==> src/hw/rtl/hsv2rgb_pkg.sv <==
`default_nettype none

package hsv2rgb_pkg;

    // Color and hue formats
    localparam int COLOR_BITS    = 8;
    localparam int HUE_FRAC_BITS = 4;

    localparam int HUE_W  = 9 + HUE_FRAC_BITS;   // hue code width
    localparam int SPAN_W = 6 + HUE_FRAC_BITS;   // holds one 60 degree span
    localparam int PROD_W = 2 * COLOR_BITS;      // brightness * saturation
    localparam int TERM_W = COLOR_BITS + SPAN_W; // chroma * fraction numerator

    localparam int SECTOR_SPAN = 60 << HUE_FRAC_BITS;
    localparam int MAXC        = (1 << COLOR_BITS) - 1;

    // Sector bounds in hue units
    localparam logic [HUE_W-1:0] HUE_60  = HUE_W'(1 * SECTOR_SPAN);
    localparam logic [HUE_W-1:0] HUE_120 = HUE_W'(2 * SECTOR_SPAN);
    localparam logic [HUE_W-1:0] HUE_180 = HUE_W'(3 * SECTOR_SPAN);
    localparam logic [HUE_W-1:0] HUE_240 = HUE_W'(4 * SECTOR_SPAN);
    localparam logic [HUE_W-1:0] HUE_300 = HUE_W'(5 * SECTOR_SPAN);
    localparam logic [HUE_W-1:0] HUE_360 = HUE_W'(6 * SECTOR_SPAN);

    localparam logic [SPAN_W-1:0]     SPAN_FULL   = SPAN_W'(SECTOR_SPAN);
    localparam logic [TERM_W-1:0]     SPAN_HALF   = TERM_W'(SECTOR_SPAN / 2);
    localparam logic [PROD_W-1:0]     MAXC_HALF   = PROD_W'(MAXC / 2);
    localparam logic [COLOR_BITS:0]   MAXC_X1     = (COLOR_BITS+1)'(MAXC);
    localparam logic [COLOR_BITS:0]   MAXC_X2     = (COLOR_BITS+1)'(2 * MAXC);

    // Divide by the span: drop the power of two, then multiply by 1/15
    localparam int DIV_SHIFT   = HUE_FRAC_BITS + 2;
    localparam int Y_W         = TERM_W - DIV_SHIFT;
    localparam int RECIP_SHIFT = COLOR_BITS + 8;
    localparam int RECIP_W     = RECIP_SHIFT - 3;
    localparam logic [RECIP_W-1:0] RECIP15 = RECIP_W'((1 << RECIP_SHIFT) / 15 + 1);

    // Hue sectors of 60 degrees each
    typedef enum logic [2:0] {
        SEC_R_TO_Y = 3'd0,
        SEC_Y_TO_G = 3'd1,
        SEC_G_TO_C = 3'd2,
        SEC_C_TO_B = 3'd3,
        SEC_B_TO_M = 3'd4,
        SEC_M_TO_R = 3'd5
    } t_sector;

    typedef struct packed {
        logic [HUE_W-1:0]      hue;
        logic [COLOR_BITS-1:0] saturation;
        logic [COLOR_BITS-1:0] brightness;
    } t_hsv;

    typedef struct packed {
        logic [COLOR_BITS-1:0] red;
        logic [COLOR_BITS-1:0] green;
        logic [COLOR_BITS-1:0] blue;
    } t_rgb;

    // Per-stage load enables
    typedef struct packed {
        logic s1;
        logic s2;
        logic s3;
        logic s4;
        logic s5;
    } t_stage_en;

    typedef struct packed {
        logic                  grey;
        t_sector               sector;
        logic [SPAN_W-1:0]     num;
        logic [COLOR_BITS-1:0] val;
        logic [PROD_W-1:0]     prod;
    } t_s1;

    typedef struct packed {
        logic                  grey;
        t_sector               sector;
        logic [SPAN_W-1:0]     num;
        logic [COLOR_BITS-1:0] val;
        logic [COLOR_BITS-1:0] chroma;
    } t_s2;

    typedef struct packed {
        logic                  grey;
        t_sector               sector;
        logic [COLOR_BITS-1:0] low;
        logic [COLOR_BITS-1:0] chroma;
        logic [TERM_W-1:0]     term;
    } t_s3;

    typedef struct packed {
        logic                  grey;
        t_sector               sector;
        logic [COLOR_BITS-1:0] low;
        logic [COLOR_BITS-1:0] chroma;
        logic [COLOR_BITS-1:0] mid;
    } t_s4;

endpackage

`default_nettype wire

==> src/hw/rtl/hsv_to_rgb_converter.sv <==
`default_nettype none

// HSV to RGB pixel converter. Hue is in 1/16 degree (5760 = 360 degrees),
// saturation, brightness and the red/green/blue outputs are 8-bit levels
// with 255 meaning full scale; all divisions round half up. A hue of 360
// degrees or more gives grey at the level brightness - chroma. The design
// is a five-stage pipeline (sector and product, chroma divide, ramp
// product, ramp divide, channel select into the output register): it takes
// one pixel per clock while the output side does not stall, and each result
// is registered through the stages in order before it is presented.
// Each stage holds its data under back-pressure and fills bubbles, so a
// stall loses nothing.
module hsv_to_rgb_converter (
    input  wire                    i_clk,
    input  wire                    i_rst_n,
    input  wire                    i_valid,
    output logic                   o_ready,
    input  wire hsv2rgb_pkg::t_hsv i_pixel,
    output logic                   o_valid,
    input  wire                    i_ready,
    output hsv2rgb_pkg::t_rgb      o_pixel
);

    hsv2rgb_pkg::t_stage_en en;
    hsv2rgb_pkg::t_s2       s2;
    hsv2rgb_pkg::t_s4       s4;
    hsv2rgb_pkg::t_rgb      n_out;
    hsv2rgb_pkg::t_rgb      r_out;
    logic [4:0]             r_vld;
    logic [hsv2rgb_pkg::COLOR_BITS-1:0] hi;
    logic [hsv2rgb_pkg::COLOR_BITS-1:0] mid;
    logic [hsv2rgb_pkg::COLOR_BITS-1:0] low;

    // A stage loads when it is empty or its contents move on
    always_comb begin
        en.s5 = !r_vld[4] || i_ready;
        en.s4 = !r_vld[3] || en.s5;
        en.s3 = !r_vld[2] || en.s4;
        en.s2 = !r_vld[1] || en.s3;
        en.s1 = !r_vld[0] || en.s2;
    end

    assign o_ready = en.s1;

    // Valid bits travel with the data
    always_ff @(posedge i_clk) begin
        if (!i_rst_n) begin
            r_vld <= '0;
        end else begin
            if (en.s1) begin
                r_vld[0] <= i_valid;
            end
            if (en.s2) begin
                r_vld[1] <= r_vld[0];
            end
            if (en.s3) begin
                r_vld[2] <= r_vld[1];
            end
            if (en.s4) begin
                r_vld[3] <= r_vld[2];
            end
            if (en.s5) begin
                r_vld[4] <= r_vld[3];
            end
        end
    end

    hsv2rgb_front u_front (
        .i_clk   (i_clk),
        .i_en    (en),
        .i_pixel (i_pixel),
        .o_s2    (s2)
    );

    hsv2rgb_mid u_mid (
        .i_clk (i_clk),
        .i_en  (en),
        .i_s2  (s2),
        .o_s4  (s4)
    );

    // Stage 5: offset by minimum level and route to channels by sector; grey gives the minimum on all channels
    always_comb begin
        low = s4.low;
        hi  = s4.chroma + s4.low;
        mid = s4.mid + s4.low;
        if (s4.grey) begin
            n_out = '{red: low, green: low, blue: low};
        end else begin
            case (s4.sector)
                hsv2rgb_pkg::SEC_R_TO_Y: n_out = '{red: hi,  green: mid, blue: low};
                hsv2rgb_pkg::SEC_Y_TO_G: n_out = '{red: mid, green: hi,  blue: low};
                hsv2rgb_pkg::SEC_G_TO_C: n_out = '{red: low, green: hi,  blue: mid};
                hsv2rgb_pkg::SEC_C_TO_B: n_out = '{red: low, green: mid, blue: hi};
                hsv2rgb_pkg::SEC_B_TO_M: n_out = '{red: mid, green: low, blue: hi};
                default:                 n_out = '{red: hi,  green: low, blue: mid};
            endcase
        end
    end

    always_ff @(posedge i_clk) begin
        if (en.s5) begin
            r_out <= n_out;
        end
    end

    assign o_valid = r_vld[4];
    assign o_pixel = r_out;

endmodule

`default_nettype wire

==> src/hw/rtl/hsv2rgb_front.sv <==
`default_nettype none

// Stages 1 and 2: hue sector and fraction, chroma = brightness * saturation / MAXC
module hsv2rgb_front (
    input  wire                        i_clk,
    input  wire hsv2rgb_pkg::t_stage_en i_en,
    input  wire hsv2rgb_pkg::t_hsv      i_pixel,
    output hsv2rgb_pkg::t_s2            o_s2
);

    hsv2rgb_pkg::t_s1     n_s1;
    hsv2rgb_pkg::t_s1     r_s1;
    hsv2rgb_pkg::t_s2     n_s2;
    hsv2rgb_pkg::t_s2     r_s2;
    logic [hsv2rgb_pkg::HUE_W-1:0]      base;
    logic [hsv2rgb_pkg::SPAN_W-1:0]     offset;
    logic                               odd;
    logic [hsv2rgb_pkg::COLOR_BITS-1:0] q0;
    logic [hsv2rgb_pkg::COLOR_BITS:0]   rem;
    logic [hsv2rgb_pkg::COLOR_BITS:0]   quot;

    // Stage 1: sector search over fixed bounds, product with rounding bias
    always_comb begin
        if (i_pixel.hue >= hsv2rgb_pkg::HUE_300) begin
            n_s1.sector = hsv2rgb_pkg::SEC_M_TO_R;
            base        = hsv2rgb_pkg::HUE_300;
        end else if (i_pixel.hue >= hsv2rgb_pkg::HUE_240) begin
            n_s1.sector = hsv2rgb_pkg::SEC_B_TO_M;
            base        = hsv2rgb_pkg::HUE_240;
        end else if (i_pixel.hue >= hsv2rgb_pkg::HUE_180) begin
            n_s1.sector = hsv2rgb_pkg::SEC_C_TO_B;
            base        = hsv2rgb_pkg::HUE_180;
        end else if (i_pixel.hue >= hsv2rgb_pkg::HUE_120) begin
            n_s1.sector = hsv2rgb_pkg::SEC_G_TO_C;
            base        = hsv2rgb_pkg::HUE_120;
        end else if (i_pixel.hue >= hsv2rgb_pkg::HUE_60) begin
            n_s1.sector = hsv2rgb_pkg::SEC_Y_TO_G;
            base        = hsv2rgb_pkg::HUE_60;
        end else begin
            n_s1.sector = hsv2rgb_pkg::SEC_R_TO_Y;
            base        = '0;
        end
        odd = (n_s1.sector == hsv2rgb_pkg::SEC_Y_TO_G) ||
              (n_s1.sector == hsv2rgb_pkg::SEC_C_TO_B) ||
              (n_s1.sector == hsv2rgb_pkg::SEC_M_TO_R);
        offset    = hsv2rgb_pkg::SPAN_W'(i_pixel.hue - base);
        // falling ramp in odd sectors
        n_s1.num  = odd ? (hsv2rgb_pkg::SPAN_FULL - offset) : offset;
        n_s1.grey = (i_pixel.hue >= hsv2rgb_pkg::HUE_360);
        n_s1.val  = i_pixel.brightness;
        n_s1.prod = hsv2rgb_pkg::PROD_W'(i_pixel.brightness)
                  * hsv2rgb_pkg::PROD_W'(i_pixel.saturation)
                  + hsv2rgb_pkg::MAXC_HALF;
    end

    // Stage 2: divide by 2^N-1: x/2^N + correction, remainder below 2*MAXC+1
    always_comb begin
        q0   = r_s1.prod[hsv2rgb_pkg::PROD_W-1:hsv2rgb_pkg::COLOR_BITS];
        rem  = {1'b0, r_s1.prod[hsv2rgb_pkg::COLOR_BITS-1:0]} + {1'b0, q0};
        if (rem >= hsv2rgb_pkg::MAXC_X2) begin
            quot = {1'b0, q0} + (hsv2rgb_pkg::COLOR_BITS+1)'(2);
        end else if (rem >= hsv2rgb_pkg::MAXC_X1) begin
            quot = {1'b0, q0} + (hsv2rgb_pkg::COLOR_BITS+1)'(1);
        end else begin
            quot = {1'b0, q0};
        end
        n_s2.grey   = r_s1.grey;
        n_s2.sector = r_s1.sector;
        n_s2.num    = r_s1.num;
        n_s2.val    = r_s1.val;
        n_s2.chroma = quot[hsv2rgb_pkg::COLOR_BITS-1:0];
    end

    always_ff @(posedge i_clk) begin
        if (i_en.s1) begin
            r_s1 <= n_s1;
        end
        if (i_en.s2) begin
            r_s2 <= n_s2;
        end
    end

    assign o_s2 = r_s2;

endmodule

`default_nettype wire

==> src/hw/rtl/hsv2rgb_mid.sv <==
`default_nettype none

// Stages 3 and 4: minimum level and intermediate ramp = chroma * num / span
module hsv2rgb_mid (
    input  wire                        i_clk,
    input  wire hsv2rgb_pkg::t_stage_en i_en,
    input  wire hsv2rgb_pkg::t_s2       i_s2,
    output hsv2rgb_pkg::t_s4            o_s4
);

    hsv2rgb_pkg::t_s3 n_s3;
    hsv2rgb_pkg::t_s3 r_s3;
    hsv2rgb_pkg::t_s4 n_s4;
    hsv2rgb_pkg::t_s4 r_s4;
    logic [hsv2rgb_pkg::Y_W-1:0]                       y;
    logic [hsv2rgb_pkg::Y_W+hsv2rgb_pkg::RECIP_W-1:0]  recip_prod;

    // Stage 3: product with half-span rounding bias
    always_comb begin
        n_s3.grey   = i_s2.grey;
        n_s3.sector = i_s2.sector;
        n_s3.low    = i_s2.val - i_s2.chroma;
        n_s3.chroma = i_s2.chroma;
        n_s3.term   = hsv2rgb_pkg::TERM_W'(i_s2.chroma) * hsv2rgb_pkg::TERM_W'(i_s2.num)
                    + hsv2rgb_pkg::SPAN_HALF;
    end

    // Stage 4: span = 15 * 2^k, shift then reciprocal multiply (exact here)
    always_comb begin
        y           = r_s3.term[hsv2rgb_pkg::TERM_W-1:hsv2rgb_pkg::DIV_SHIFT];
        recip_prod  = (hsv2rgb_pkg::Y_W+hsv2rgb_pkg::RECIP_W)'(y)
                    * (hsv2rgb_pkg::Y_W+hsv2rgb_pkg::RECIP_W)'(hsv2rgb_pkg::RECIP15);
        n_s4.grey   = r_s3.grey;
        n_s4.sector = r_s3.sector;
        n_s4.low    = r_s3.low;
        n_s4.chroma = r_s3.chroma;
        n_s4.mid    = recip_prod[hsv2rgb_pkg::RECIP_SHIFT +: hsv2rgb_pkg::COLOR_BITS];
    end

    always_ff @(posedge i_clk) begin
        if (i_en.s3) begin
            r_s3 <= n_s3;
        end
        if (i_en.s4) begin
            r_s4 <= n_s4;
        end
    end

    assign o_s4 = r_s4;

endmodule

`default_nettype wire

==> config.mk <==
export PLATFORM = sky130hd
export DESIGN_NAME = hsv_to_rgb_converter
export DESIGN_NICKNAME = d
export VERILOG_FILES = /design/src/hw/rtl/hsv2rgb_pkg.sv /design/src/hw/rtl/hsv_to_rgb_converter.sv /design/src/hw/rtl/hsv2rgb_front.sv /design/src/hw/rtl/hsv2rgb_mid.sv
export SDC_FILE = /design/constraint.sdc
export NUM_CORES = 1
export LEC_CHECK = 0
export ABC_CLOCK_PERIOD_IN_PS = 5850
export BUFFER_PORTS_ARGS = -buffer_cell sky130_fd_sc_hd__buf_2
export CELL_PAD_IN_SITES_DETAIL_PLACEMENT = 1
export CELL_PAD_IN_SITES_GLOBAL_PLACEMENT = 2
export CORE_UTILIZATION = 43
export CTS_CLUSTER_DIAMETER = 120
export CTS_CLUSTER_SIZE = 20
export DETAILED_ROUTE_END_ITERATION = 8
export PLACE_DENSITY_LB_ADDON = 0.1
export SLEW_MARGIN = 20
export SYNTH_ARGS = -nofsm -noshare
export SYNTH_HDL_FRONTEND = slang
export SYNTH_SLANG_ARGS = --single-unit
==> constraint.sdc <==
create_clock -name i_clk -period 5.85 [get_ports i_clk]
set_input_delay 1.17 -clock i_clk [delete_from_list [all_inputs] [get_ports i_clk]]
set_output_delay 1.17 -clock i_clk [all_outputs]
set_load 0.1 [all_outputs]
==> run_results.csv <==
group,metric,value,unit
timing,min_period_over_period,0.896,
cells_and_area,layout-drive-gt1-share,0.0992,
yosys,yosys_warnings,0,
clock_tree,ctsHoldBuffers,0,
place,routabilityCongestion,0.798,
yosys,synthTopCellsByArea,"edfxtp_1 (34%), ha_1 (15%), fa_1 (15%), inv_1 (5.0%), and2_1 (3.8%)",
hold_path,hold_path_class,"reg2reg",
yosys,synth_cells,1248,
global_route,antenna_found_initial,0,
timing,tightest_slew,0.923,ns
yosys,netlist_area,13500,sq um
yosys,synth-seq-cells,157,
cells_and_area,regArea,4660,sq um
cells_and_area,final_common_cell,"inv_1",
critical_path,slowest_delay,0.57,ns
floorplan,num_rows,64,
critical_path,critical_path.top_delay_family,"adder cells",
clock_tree,cts.sinks,157,
timing,skew,0.0145,ns
clock_tree,worstSkewPairLatency,0.44,ns
timing,finalSetupViolCount,0,
clock_tree,post_cts_buffers,0,
floorplan,ios,59,
timing,tns,0,ns
cells_and_area,final_nets,1619,
clock_tree,htree_levels,4,
critical_path,crit_slowest_cell,"edfxtp_1",
place,portBuffers,58,
yosys,yosys.area.top_type,"edfxtp_1",
critical_path,crit_top_cell,"fa_1",
drt,wl_per_cell,17.4,um
timing,clock.fmax,191,MHz
timing,maxSlewHeadroom,0.384,
yosys,synth_cell_type_count,75,
drt,drt-initial-drc-count,429,
critical_path,rrSetupSlack,0.61,ns
critical_path,crit_type,"reg2reg",
cells_and_area,syn_to_final_growth,10.4,%
yosys,yosysTopAreaCellShare,0.339,
timing,final.min_clock_period,5.24,ns
timing,hold_viol,0,
global_route,grt_pass1_vias,9665,
cells_and_area,final.fill_count,3399,
timing,rsz0062_at_grt,"no",
drt,dr.pass1.iters,5,
critical_path,required,6.04,ns
yosys,yosysSeqAreaShare,0.347,
global_route,grt_pass1_wl,49900,um
floorplan,fp.dieH,179,um
cells_and_area,layout_common_cells,"inv_1 (178), ha_1 (166), edfxtp_1 (152), fa_1 (103), nand2_1 (100)",
yosys,synth_flop_cell,"edfxtp_1",
floorplan,die_x,179,um
cells_and_area,multi_input_area,8050,sq um
drt,via_per_inst,5.30,
clock_tree,cts_tree,"built",
timing,slew_violations,0,
critical_path,path_buf_inv,3,
critical_path,endpoint_kind,"flip-flop",
drt,ant_nets,0,
global_route,grt_usage,0.202,
status,status,"finished clean",
yosys,async_flop_share,0,
floorplan,design.core.area,30700,sq um
clock_tree,cts_resized,0,
yosys,syn_area_per_cell,10.8,sq um
timing,whs,0.419,ns
clock_tree,cts_buffers,17,
critical_path,start_kind,"flip-flop",
global_route,grt_overflow_total,0,
floorplan,initial_core_util,0.439,
yosys,synth-edff-count,152,
clock_tree,path_clk_slew,0.07,ns
critical_path,cp_cell_sequence,"nand2_1, fa_1, inv_1, fa_1, fa_1, inv_1, fa_1, inv_1, ha_1, and4_1, a221o_1, and4_1, o41ai_2, nand2b_1, a21oi_1, xnor2_1",
cells_and_area,antenna_cells,0,
critical_path,arrival,5.43,ns
drt,finalWirelength,30100,um
floorplan,dieArea,32000,sq um
clock_tree,cts.root.buffer_cell,"clkbuf_16",
drt,vias,9152,
yosys,syn-num-nets,1550,
drt,drcViolationCount,0,
critical_path,path_max_fanout,8,
place,hpwlAfterDp,24100,um
clock_tree,max-clock-path-buffers,2,
global_route,grt_max_degree,41,
flow_run,maxCapViolCount,0,
## kinds of logic (layout without fill, tap and decap cells)
family | after synthesis | count (layout) | share of synthesized area
AOI/OAI and AO/OA | 219 | 219 | 0.112
xor gates and xnor gates | 70 | 70 | 0.0455
adders and majority gates | 270 | 270 | 0.308
buffers and inverters | 200 | 282 | 0.0559
DFF | 157 | 157 | 0.347
muxes | 13 | 13 | 0.00985
and+or+nand+nor | 319 | 319 | 0.122
## final cells by class
type | instances | area share
clock inverters | 15 | 0.0111
clock buffers | 17 | 0.0286
repair buffers | 72 | 0.0266
inverters | 178 | 0.0449
flip-flops and latches | 157 | 0.314
well taps | 396 | 0.0333
multi-input cells | 891 | 0.542
## layer usage
| metal | track usage | vias up | wire (um) |
|---|---|---|---|
| met2 | 0.353 | 119 | 14800 |
| met3 | 0.0276 | 36 | 682 |
| met1 | 0.257 | 4533 | 14000 |
| li1 | - | 4464 | - |
| met5 | 0 | - | 0 |
| met4 | 0.0625 | 0 | 590 |
## worst paths after layout
| check | startpoint | endpoint | depth (start not counted) |
|---|---|---|---|
| max | u_front.o_s2[2] | u_mid.r_s3[15] | 16 |
| min | u_mid.n_s4[13] | u_mid.o_s4[13] | 0 |
| max reg2reg | u_front.o_s2[2] | u_mid.r_s3[15] | 16 |
| min reg2reg | u_mid.n_s4[13] | u_mid.o_s4[13] | 0 |
## cells in the mapped netlist (all sizes together), types with 17 or more instances
cell	n
ha	166
o21ai	40
a21oi	58
xnor2	47
xor2	23
nand2	102
clkbuf	21
and2	82
fa	103
nor2	41
nor2b	20
a21o	19
inv	178
edfxtp	152
nand3	17
## registers in the layout, summed over array words and instances, names as in the netlist
| signal | cells |
|---|---|
| u_front.r_s1 | 8 |
| u_mid.o_s4 | 28 |
| u_front.n_s2 | 22 |
| r_vld | 5 |
| u_mid.r_s3 | 12 |
| u_front.q0 | 8 |
| u_mid.n_s4 | 20 |
| o_pixel | 24 |
| u_front.o_s2 | 30 |
## worst register-to-register path, stage by stage (launching register included)
cell	delay (ns)
edfxtp_1	0.57
nand2_1	0.14
fa_1	0.55
inv_1	0.05
fa_1	0.49
fa_1	0.51
inv_1	0.06
fa_1	0.53
inv_1	0.04
ha_1	0.33
and4_1	0.21
a221o_1	0.39
and4_1	0.27
o41ai_2	0.42
nand2b_1	0.14
a21oi_1	0.22
xnor2_1	0.08
## metrics by stage
stage / std cells / worst slack [ns] / util / area [sq um]
floorplan: 1248 / 0.681 / - / 13500
global placement: 1694 / 0.259 / 0.465 / 14300
detailed placement: 1694 / 0.163 / 0.465 / 14300
CTS: 1726 / 0.575 / 0.485 / 14900
global route: 1726 / 0.371 / 0.485 / 14900
finish: 1726 / 0.610 / 0.485 / 14900
Power is not shown: default switching activity piles up to over one toggle a cycle in this logic, so the estimate is an artifact.
